**src/rtl/sba_pkg.sv**
```systemverilog
// Shared constants, types and helpers for the skyline block allocator.
package sba_pkg;

  // Largest atlas side supported; sets the column store depth.
  localparam int MAX_SIZE = 256;
  localparam int AW       = $clog2(MAX_SIZE);
  localparam int HT_W     = $clog2(MAX_SIZE + 1);

  // Fixed field widths of the interface.
  localparam int SZ_W    = 9;
  localparam int IN_W    = 9;
  localparam int POS_W   = 8;
  localparam int WW      = IN_W + 1;
  localparam int SUM_W   = ((HT_W > WW) ? HT_W : WW) + 1;
  localparam int DATA_W  = 32;
  localparam int PADDR_W = 3;

  // Atlas side after reset, held within the supported range.
  localparam int RST_SIZE = (64 > MAX_SIZE) ? MAX_SIZE : 64;

  // Register index as decoded from the word address bit.
  localparam logic REG_ATLAS_SIZE = 1'b0;

  typedef enum logic [2:0] {
    ST_IDLE,
    ST_FWD,
    ST_BWD,
    ST_CHECK,
    ST_WRITE,
    ST_DONE
  } sba_state_t;

  // Commands from the controller to the datapath.
  typedef struct packed {
    logic accept;
    logic ld_fwd;
    logic fwd;
    logic ld_bwd;
    logic bwd;
    logic check;
    logic ld_wr;
    logic wr;
    logic out_ld;
  } sba_cmd_t;

  // Status from the datapath to the controller.
  typedef struct packed {
    logic too_wide;
    logic last_proc;
    logic fits;
    logic wr_last;
    logic out_free;
  } sba_stat_t;

  function automatic logic [HT_W-1:0] ht_max(input logic [HT_W-1:0] a,
                                             input logic [HT_W-1:0] b);
    ht_max = (a > b) ? a : b;
  endfunction

endpackage

```
**src/rtl/sba_ram.sv**
```systemverilog
// Generic single write port, single read port RAM with registered read data.
module sba_ram #(
  parameter int WIDTH = 8,
  parameter int DEPTH = 256
) (
  input  logic                     clk,
  input  logic                     we,
  input  logic [$clog2(DEPTH)-1:0] waddr,
  input  logic [WIDTH-1:0]         wdata,
  input  logic [$clog2(DEPTH)-1:0] raddr,
  output logic [WIDTH-1:0]         rdata
);

  logic [WIDTH-1:0] mem [DEPTH];

  // Write port and registered read port.
  always_ff @(posedge clk) begin
    if (we) begin
      mem[waddr] <= wdata;
    end
    rdata <= mem[raddr];
  end

endmodule

```
**src/rtl/sba_ctrl.sv**
```systemverilog
// Controller state machine sequencing the scan passes and the column update.
module sba_ctrl import sba_pkg::*; (
  input  logic      clk,
  input  logic      rst_n,
  input  logic      in_valid,
  output logic      in_stall,
  input  sba_stat_t st,
  output sba_cmd_t  cmd
);

  sba_state_t state_r, state_nxt;

  // State register.
  always_ff @(posedge clk) begin
    if (!rst_n) begin
      state_r <= ST_IDLE;
    end else begin
      state_r <= state_nxt;
    end
  end

  // Next state and commands.
  always_comb begin
    state_nxt = state_r;
    cmd       = '0;
    in_stall  = 1'b1;
    case (state_r)
      ST_IDLE: begin
        in_stall = 1'b0;
        if (in_valid) begin
          cmd.accept = 1'b1;
          if (st.too_wide) begin
            state_nxt = ST_DONE;
          end else begin
            cmd.ld_fwd = 1'b1;
            state_nxt  = ST_FWD;
          end
        end
      end
      ST_FWD: begin
        cmd.fwd = 1'b1;
        if (st.last_proc) begin
          cmd.ld_bwd = 1'b1;
          state_nxt  = ST_BWD;
        end
      end
      ST_BWD: begin
        cmd.bwd = 1'b1;
        if (st.last_proc) begin
          state_nxt = ST_CHECK;
        end
      end
      ST_CHECK: begin
        cmd.check = 1'b1;
        if (st.fits) begin
          cmd.ld_wr = 1'b1;
          state_nxt = ST_WRITE;
        end else begin
          state_nxt = ST_DONE;
        end
      end
      ST_WRITE: begin
        cmd.wr = 1'b1;
        if (st.wr_last) begin
          state_nxt = ST_DONE;
        end
      end
      ST_DONE: begin
        if (st.out_free) begin
          cmd.out_ld = 1'b1;
          state_nxt  = ST_IDLE;
        end
      end
      default: begin
        state_nxt = ST_IDLE;
      end
    endcase
  end

endmodule

```
**src/rtl/sba_dp.sv**
```systemverilog
// Datapath: column heights, block prefix maxima, window search and result register.
module sba_dp import sba_pkg::*; (
  input  logic             clk,
  input  logic             rst_n,
  input  logic [SZ_W-1:0]  atlas_size,
  input  logic             clr_heights,
  input  logic [IN_W-1:0]  in_block_width,
  input  logic [IN_W-1:0]  in_block_height,
  input  sba_cmd_t         cmd,
  output sba_stat_t        st,
  input  logic             out_stall,
  output logic             out_valid,
  output logic             out_failed,
  output logic [POS_W-1:0] out_pos_x,
  output logic [POS_W-1:0] out_pos_y
);

  logic [WW-1:0]       w_r, w_nxt, h_r, h_nxt;
  logic [AW-1:0]       k_r, k_nxt, kd_r, kd_nxt;
  logic                run_r, run_nxt, act_r, act_nxt;
  logic [AW-1:0]       cnt_r, cnt_nxt;
  logic [HT_W-1:0]     pmax_r, pmax_nxt, smax_r, smax_nxt;
  logic                newblk_r, newblk_nxt;
  logic [HT_W-1:0]     best_r, best_nxt;
  logic [AW-1:0]       px_r, px_nxt;
  logic                found_r, found_nxt, fail_r, fail_nxt;
  logic [AW-1:0]       wa_r, wa_nxt, wcnt_r, wcnt_nxt;
  logic [MAX_SIZE-1:0] vld_r, vld_nxt;
  logic                rvld_r, rvld_nxt;
  logic                out_valid_r, out_valid_nxt, out_failed_r, out_failed_nxt;
  logic [POS_W-1:0]    out_pos_x_r, out_pos_x_nxt, out_pos_y_r, out_pos_y_nxt;

  logic [HT_W-1:0]  ht_raw, ht, p_rd, pval, sval, wmax;
  logic [WW-1:0]    w_in, w_m1;
  logic [SZ_W-1:0]  size_m1;
  logic [SUM_W-1:0] size_ext, new_top;
  logic [AW-1:0]    p_raddr;
  logic             cnt_end, is_start, take, fits, k_last;

  // Column heights; entries never written since the last clear read as zero.
  sba_ram #(.WIDTH(HT_W), .DEPTH(MAX_SIZE)) u_heights (
    .clk   (clk),
    .we    (cmd.wr),
    .waddr (wa_r),
    .wdata (HT_W'(new_top)),
    .raddr (k_r),
    .rdata (ht_raw)
  );

  // Prefix maxima within blocks of the request width.
  sba_ram #(.WIDTH(HT_W), .DEPTH(MAX_SIZE)) u_prefix (
    .clk   (clk),
    .we    (cmd.fwd && act_r),
    .waddr (kd_r),
    .wdata (pval),
    .raddr (p_raddr),
    .rdata (p_rd)
  );

  // Window maxima: suffix maximum at the start combined with prefix maximum at the end.
  always_comb begin
    ht       = rvld_r ? ht_raw : '0;
    w_in     = WW'(in_block_width) + WW'(1);
    w_m1     = w_r - WW'(1);
    size_m1  = atlas_size - SZ_W'(1);
    size_ext = SUM_W'(atlas_size);
    cnt_end  = (WW'(cnt_r) == w_m1);
    k_last   = (SZ_W'(k_r) == size_m1);
    p_raddr  = AW'(SUM_W'(k_r) + SUM_W'(w_r) - SUM_W'(1));
    pval     = (cnt_r == '0) ? ht : ht_max(pmax_r, ht);
    sval     = newblk_r ? ht : ht_max(smax_r, ht);
    wmax     = ht_max(sval, p_rd);
    is_start = (SUM_W'(kd_r) + SUM_W'(w_r)) <= size_ext;
    take     = cmd.bwd && act_r && is_start && (wmax <= best_r) &&
               (SUM_W'(wmax) < size_ext);
    new_top  = SUM_W'(best_r) + SUM_W'(h_r);
    fits     = found_r && (new_top <= size_ext);
  end

  // Status to the controller.
  always_comb begin
    st.too_wide  = w_in > WW'(atlas_size);
    st.last_proc = act_r && !run_r;
    st.fits      = fits;
    st.wr_last   = (WW'(wcnt_r) == w_m1);
    st.out_free  = !out_valid_r || !out_stall;
  end

  // Next values of the datapath registers.
  always_comb begin
    w_nxt          = w_r;
    h_nxt          = h_r;
    k_nxt          = k_r;
    kd_nxt         = k_r;
    run_nxt        = run_r;
    act_nxt        = 1'b0;
    cnt_nxt        = cnt_r;
    pmax_nxt       = pmax_r;
    smax_nxt       = smax_r;
    newblk_nxt     = newblk_r;
    best_nxt       = best_r;
    px_nxt         = px_r;
    found_nxt      = found_r;
    fail_nxt       = fail_r;
    wa_nxt         = wa_r;
    wcnt_nxt       = wcnt_r;
    vld_nxt        = vld_r;
    rvld_nxt       = vld_r[k_r];
    out_valid_nxt  = out_valid_r && out_stall;
    out_failed_nxt = out_failed_r;
    out_pos_x_nxt  = out_pos_x_r;
    out_pos_y_nxt  = out_pos_y_r;

    // Latch the request with its margin added.
    if (cmd.accept) begin
      w_nxt    = w_in;
      h_nxt    = WW'(in_block_height) + WW'(1);
      fail_nxt = st.too_wide;
    end

    // Read issue: upwards on the forward pass, downwards on the backward pass.
    if ((cmd.fwd || cmd.bwd) && run_r) begin
      act_nxt = 1'b1;
      if (cmd.fwd) begin
        if (k_last) begin
          run_nxt = 1'b0;
        end else begin
          k_nxt = k_r + AW'(1);
        end
      end else begin
        if (k_r == '0) begin
          run_nxt = 1'b0;
        end else begin
          k_nxt = k_r - AW'(1);
        end
      end
    end

    // Forward pass: running maximum restarted at each block start.
    if (cmd.fwd && act_r) begin
      pmax_nxt = pval;
      cnt_nxt  = cnt_end ? '0 : cnt_r + AW'(1);
    end

    // Backward pass: suffix maximum and the leftmost lowest window.
    if (cmd.bwd && act_r) begin
      smax_nxt   = sval;
      newblk_nxt = (cnt_r == '0);
      cnt_nxt    = (cnt_r == '0) ? AW'(w_m1) : cnt_r - AW'(1);
      if (take) begin
        best_nxt  = wmax;
        px_nxt    = kd_r;
        found_nxt = 1'b1;
      end
    end

    if (cmd.ld_fwd) begin
      k_nxt   = '0;
      run_nxt = 1'b1;
      cnt_nxt = '0;
    end

    // The block offset of the top column carries over into the backward pass.
    if (cmd.ld_bwd) begin
      k_nxt      = AW'(size_m1);
      run_nxt    = 1'b1;
      cnt_nxt    = cnt_r;
      newblk_nxt = 1'b1;
      best_nxt   = HT_W'(atlas_size);
      found_nxt  = 1'b0;
    end

    if (cmd.check) begin
      fail_nxt = !fits;
    end

    // Raise the chosen columns one per cycle.
    if (cmd.ld_wr) begin
      wa_nxt   = px_r;
      wcnt_nxt = '0;
    end
    if (cmd.wr) begin
      wa_nxt       = wa_r + AW'(1);
      wcnt_nxt     = wcnt_r + AW'(1);
      vld_nxt[wa_r] = 1'b1;
    end
    if (clr_heights) begin
      vld_nxt = '0;
    end

    // Result register.
    if (cmd.out_ld) begin
      out_valid_nxt  = 1'b1;
      out_failed_nxt = fail_r;
      out_pos_x_nxt  = fail_r ? '0 : POS_W'(px_r);
      out_pos_y_nxt  = fail_r ? '0 : POS_W'(best_r);
    end
  end

  // Control registers.
  always_ff @(posedge clk) begin
    if (!rst_n) begin
      run_r       <= 1'b0;
      act_r       <= 1'b0;
      vld_r       <= '0;
      out_valid_r <= 1'b0;
    end else begin
      run_r       <= run_nxt;
      act_r       <= act_nxt;
      vld_r       <= vld_nxt;
      out_valid_r <= out_valid_nxt;
    end
  end

  // Payload registers.
  always_ff @(posedge clk) begin
    w_r          <= w_nxt;
    h_r          <= h_nxt;
    k_r          <= k_nxt;
    kd_r         <= kd_nxt;
    cnt_r        <= cnt_nxt;
    pmax_r       <= pmax_nxt;
    smax_r       <= smax_nxt;
    newblk_r     <= newblk_nxt;
    best_r       <= best_nxt;
    px_r         <= px_nxt;
    found_r      <= found_nxt;
    fail_r       <= fail_nxt;
    wa_r         <= wa_nxt;
    wcnt_r       <= wcnt_nxt;
    rvld_r       <= rvld_nxt;
    out_failed_r <= out_failed_nxt;
    out_pos_x_r  <= out_pos_x_nxt;
    out_pos_y_r  <= out_pos_y_nxt;
  end

  assign out_valid  = out_valid_r;
  assign out_failed = out_failed_r;
  assign out_pos_x  = out_pos_x_r;
  assign out_pos_y  = out_pos_y_r;

endmodule

```
**src/rtl/skyline_block_allocator_core.sv**
```systemverilog
// Top level of the skyline block allocator: register port, controller and datapath.
//
//  channel  direction  handshake          payload
//  in       input      in_valid/in_stall  in_block_width, in_block_height
//  out      output     out_valid/out_stall out_failed, out_pos_x, out_pos_y
//  cfg      input      psel/penable       paddr, pwrite, pwdata, prdata, pready
//
// A request makes one forward and one backward sweep over the column store, reading one
// column per cycle, then w writes (w = block_width + 1).
// A request wider than the atlas skips the sweeps and goes straight to its result.
// Reset and every write to atlas_size clear all column heights at once.
// A finished beat waits in the output register; the next request is taken meanwhile.
// out_stall holds the result and a request done behind it; input stalls while one runs.
module skyline_block_allocator_core import sba_pkg::*; (
  input  logic               clk,
  input  logic               rst_n,
  input  logic               in_valid,
  output logic               in_stall,
  input  logic [IN_W-1:0]    in_block_width,
  input  logic [IN_W-1:0]    in_block_height,
  output logic               out_valid,
  input  logic               out_stall,
  output logic               out_failed,
  output logic [POS_W-1:0]   out_pos_x,
  output logic [POS_W-1:0]   out_pos_y,
  input  logic               psel,
  input  logic               penable,
  input  logic               pwrite,
  input  logic [PADDR_W-1:0] paddr,
  input  logic [DATA_W-1:0]  pwdata,
  output logic [DATA_W-1:0]  prdata,
  output logic               pready
);

  logic [SZ_W-1:0] size_r, size_nxt;
  logic [SZ_W-1:0] wval;
  logic            size_wr;
  sba_cmd_t        cmd;
  sba_stat_t       st;

  // Register port: atlas size, saturated to the supported maximum.
  always_comb begin
    wval     = pwdata[SZ_W-1:0];
    size_wr  = psel && penable && pwrite && (paddr[PADDR_W-1] == REG_ATLAS_SIZE);
    size_nxt = size_r;
    if (size_wr) begin
      size_nxt = (32'(wval) > 32'(MAX_SIZE)) ? SZ_W'(MAX_SIZE) : wval;
    end
    prdata = (paddr[PADDR_W-1] == REG_ATLAS_SIZE) ? DATA_W'(size_r) : '0;
    pready = 1'b1;
  end

  always_ff @(posedge clk) begin
    if (!rst_n) begin
      size_r <= SZ_W'(RST_SIZE);
    end else begin
      size_r <= size_nxt;
    end
  end

  sba_ctrl u_ctrl (
    .clk      (clk),
    .rst_n    (rst_n),
    .in_valid (in_valid),
    .in_stall (in_stall),
    .st       (st),
    .cmd      (cmd)
  );

  sba_dp u_dp (
    .clk             (clk),
    .rst_n           (rst_n),
    .atlas_size      (size_r),
    .clr_heights     (size_wr),
    .in_block_width  (in_block_width),
    .in_block_height (in_block_height),
    .cmd             (cmd),
    .st              (st),
    .out_stall       (out_stall),
    .out_valid       (out_valid),
    .out_failed      (out_failed),
    .out_pos_x       (out_pos_x),
    .out_pos_y       (out_pos_y)
  );

endmodule

```
**config.mk**
```make
export PLATFORM = sky130hd
export DESIGN_NAME = skyline_block_allocator_core
export DESIGN_NICKNAME = d
export VERILOG_FILES = /design/src/rtl/sba_pkg.sv /design/src/rtl/sba_ram.sv /design/src/rtl/sba_ctrl.sv /design/src/rtl/sba_dp.sv /design/src/rtl/skyline_block_allocator_core.sv
export SDC_FILE = /design/constraint.sdc
export NUM_CORES = 2
export LEC_CHECK = 0
export BUFFER_PORTS_ARGS = -buffer_cell sky130_fd_sc_hd__buf_2
export CORE_MARGIN = 2
export CORE_UTILIZATION = 45
export CTS_BUF_LIST = sky130_fd_sc_hd__clkbuf_4
export CTS_CLUSTER_DIAMETER = 150
export CTS_CLUSTER_SIZE = 40
export DETAILED_ROUTE_END_ITERATION = 7
export GPL_ROUTABILITY_DRIVEN = 0
export PLACE_DENSITY = 0.57
export SLEW_MARGIN = 20
export SYNTH_ARGS = -nofsm -noshare
export SYNTH_HDL_FRONTEND = slang
export SYNTH_MEMORY_MAX_BITS = 65536
export SYNTH_SLANG_ARGS = --single-unit
```
**constraint.sdc**
```tcl
create_clock -name clk -period 16 [get_ports clk]
set_clock_uncertainty 0.1 [all_clocks]
set_input_delay 1.6 -clock clk [delete_from_list [all_inputs] [get_ports clk]]
set_output_delay 1.6 -clock clk [all_outputs]
set_load 0.01 [all_outputs]
```
==> results.cfg <==
[clocking]
cts_buffers = 147
cts_tree = done
cts_resized = 0
htreeDepth = 4
clk_latency_ps = 1670
root_buffer = clkbuf_4
clk_pin_slew_ps = 400
clock-sinks = 5013
clk_path_buf_depth = 4

[detailed_routing]
drt-initial-drc-count = 11102
wirelength_mm = 500
vias = 94287
drc = 0
routedWlPerCell_um = 32.2
met2_length_mm = 252
vias_per_cell = 6.07
top_layer = met5
drtPass1Iterations = 6
dr_wl_met3_mm = 30.4
ant_nets = 0
route.layer.met1.wl_mm = 204

[sta]
max_slew.worst_pin.slew_ps = 1280
max_freq_ghz = 0.134
rsz0062_at_grt = no
post-route-min-period_ps = 7460
finalHoldViolations = 0
post-route-period-util_pct = 46.6
slew-limit-headroom_pct = 13.9
slew_violations = 0
setup_viol = 0
tns_ps = 0

[global_route]
grt_usage_pct = 22.3
grt_pass1_wl_mm = 712
grt_pass1_vias = 94818
antenna_found_initial = 25
overflow = 0
grt_start_max_net_pins = 188

[finish]
multiInputGateArea_um2 = 47200
regArea_um2 = 148000
area_growth_pct = 4.78
fillCellCount = 35739
final_core_util_pct = 47.4
drive_above_1_share_pct = 20.8
fin_nets = 9896

[logic_synthesis]
yosysSeqAreaShare_pct = 74.9
synth_cell_types = 81
synth_edf_count = 4713
synth_area_leaders = edfxtp_1, mux4_2, dfxtp_1, nor2_1, nand2_1
avgSynthCellArea_um2 = 20.1
synthFlopType = edfxtp_1
synth_warnings = 0
yosys.area.top_type = edfxtp_1
synth_top_area_share_pct = 71.8
ys_ff_latch = 5013
synthArstFlopShare_pct = 0
syn_area_um2 = 197000
synthCells = 9786

[min_path]
min_to = u_dp.h_r[4]
min_path_cells = 2
worst_hold_path_type = in -> reg
min_from = in_block_height[4]

[outcome]
status = completed

[critical_path]
worstPathArrival_ps = 8650
r2r-end = u_dp.px_r[4]
rrSetupSlack_ps = 8540
r2r-start = u_dp.rvld_r
worstPathRequired_ps = 17190
path_class = reg -> reg
reg2reg_depth = 23
end_kind = flip-flop
critical_path_peak_fanout = 10
cp-start-kind = flip-flop

[floorplan]
core_area_um2 = 435000
die_h_um = 666
dieArea_um2 = 443000
start_util_pct = 45.3
rows = 242
dieWidth_um = 666
num_io_pins = 112

[place]
port_buffers = 62
post-dp-hpwl_mm = 299

[job]
drv_cap = 0

[power]
power_density_nw_per_um2 = 168
leakage_uw = 0.0625
vdd_drop_max_mv = 0.327
layer usage:
metal | global-route usage (%) | vias up
met2 | 37.9 | 3198
met5 | 0 | -
met3 | 2.55 | 511
met1 | 31.0 | 51421
li1 | - | 39131
met4 | 5.39 | 26
power by group:
part	total (uW)	leakage, uW	internal [uW]	switching (uW)
clock network	4230	0.00107	654	3580
logic	14300	0.0165	4600	9720
registers	16000	0.0450	15900	144
total	34600	0.0625	21200	13400
logic make-up after synthesis:
| family | share of synthesized area, % |
|---|---|
| AOI/OAI and AO/OA | 1.41 |
| DFF | 74.9 |
| muxes | 16.8 |
| other | 0.00381 |
| adders and majority gates | 0.790 |
| xor gates and xnor gates | 0.478 |
| buffers and inverters | 1.50 |
| and+or+nand+nor | 4.16 |
sequential cells by signal (all words and copies together) (netlist names), 9 cells and up:
name and flops:
u_dp.w_r 10, u_dp.pmax_r 9, u_dp.u_heights.rdata 9, u_dp.smax_r 9, u_dp.u_prefix.mem 2304, size_r 9, u_dp.u_prefix.rdata 9, u_dp.h_r 10
u_dp.best_r 9, u_dp.vld_r 256, u_dp.u_heights.mem 2304
cells in the final DEF (no fill, tap or decap), types with 35 or more instances in the layout:
cell      Yosys  layout
nor2b_1      37      36
buf_2       142      62
nor2_1     1135    1127
edfxtp_1   4713    4713
o21ai_0      72      71
and3_1       37      37
clkbuf_4      0     222
mux4_2     1417    1417
a21oi_1      78      75
buf_4        76     210
inv_1        83      81
nor3_1       38      37
mux2i_1      85      85
nand4_1      35      35
nand3_1     172     152
ha_1        118     115
xnor2_1      56      50
dfxtp_1     300     300
nand2_1     452     445
cell usage after synthesis, types with 6 or more instances:
cell type and n:
a22oi_1 20, buf_6 14, xnor2_1 56, nor3_1 38
mux2_2 25, nor2b_1 37, o21a_1 12, a21oi_1 78
edfxtp_1 4713, and3_1 37, or3_1 6, o2111ai_1 14
a221oi_1 11, o211ai_1 12, nand3_1 172, o41ai_1 6
clkbuf_1 256, nor4_1 15, nand4_1 35, o221ai_1 7
ha_1 118, and2_1 20, nor2_1 1135, o21ai_0 72
mux4_2 1417, a211oi_1 13, dfxtp_1 300, buf_4 76
buf_2 142, nand2_1 452, a32oi_1 28, xor2_1 36
mux2i_1 85, a31oi_1 30, a21o_1 10, nand2b_1 13
buf_1 62, o22ai_1 26, o21ai_1 8, a32o_1 6
a22o_1 10, inv_1 83
final cells by class:
| class | instances | share of cell area (%) |
|---|---|---|
| inverter | 86 | 0.160 |
| sequential | 5013 | 71.5 |
| antenna | 8 | 0.00970 |
| clock buffer | 222 | 0.807 |
| timing repair buffer | 307 | 1.17 |
| multi-input combinational | 4159 | 22.9 |
| tap | 5734 | 3.48 |
| clock inverter | 7 | 0.0521 |
metrics by stage:
step	hold slack [ps]	worst slack (ps)	instance area, um^2	cells	total power (uW)
floorplan	249	3560	197000	9808	24700
global placement	342	8560	204000	15277	30500
detailed placement	355	8530	204000	15277	30700
CTS	21.4	8560	206000	15523	34800
global route	115	7990	206000	15529	35800
finish	199	8540	206000	15536	34600
worst max-delay path: stages, from the launching register on:
cell	delay (ps)
dfxtp_1	530
and2_1	270
inv_1	100
ha_1	310
nand3_1	120
a21oi_1	150
o31ai_1	100
a21oi_1	640
mux2_2	450
ha_1	290
nor2b_1	150
o211ai_1	90
a21boi_0	220
o221ai_1	180
a21oi_1	900
mux2_2	510
ha_1	310
a21oi_1	130
nor2b_1	60
o21ai_0	190
a21oi_1	100
o31ai_1	320
nand4_1	190
a21oi_1	760
how the worst max path moves through the flow:
stage	startpoint	end	slack, ps
5_1_grt	u_dp.rvld_r	u_dp.px_r[4]	7990
4_1_cts	u_dp.rvld_r	u_dp.px_r[4]	8560
3_5_place_dp	u_dp.rvld_r	u_dp.px_r[6]	8530
6_report	u_dp.rvld_r	u_dp.px_r[4]	8540
2_1_floorplan	u_dp.best_r[4]	u_dp.wa_r[0]	3560
3_3_place_gp	u_dp.rvld_r	u_dp.px_r[4]	8560
timing repair:
action,4_1_cts,5_1_grt
setup buffers,0,0
endpoints found under the hold margin,17,0
hold buffers,17,0
No activity file was read; power rests on OpenSTA's default activity.
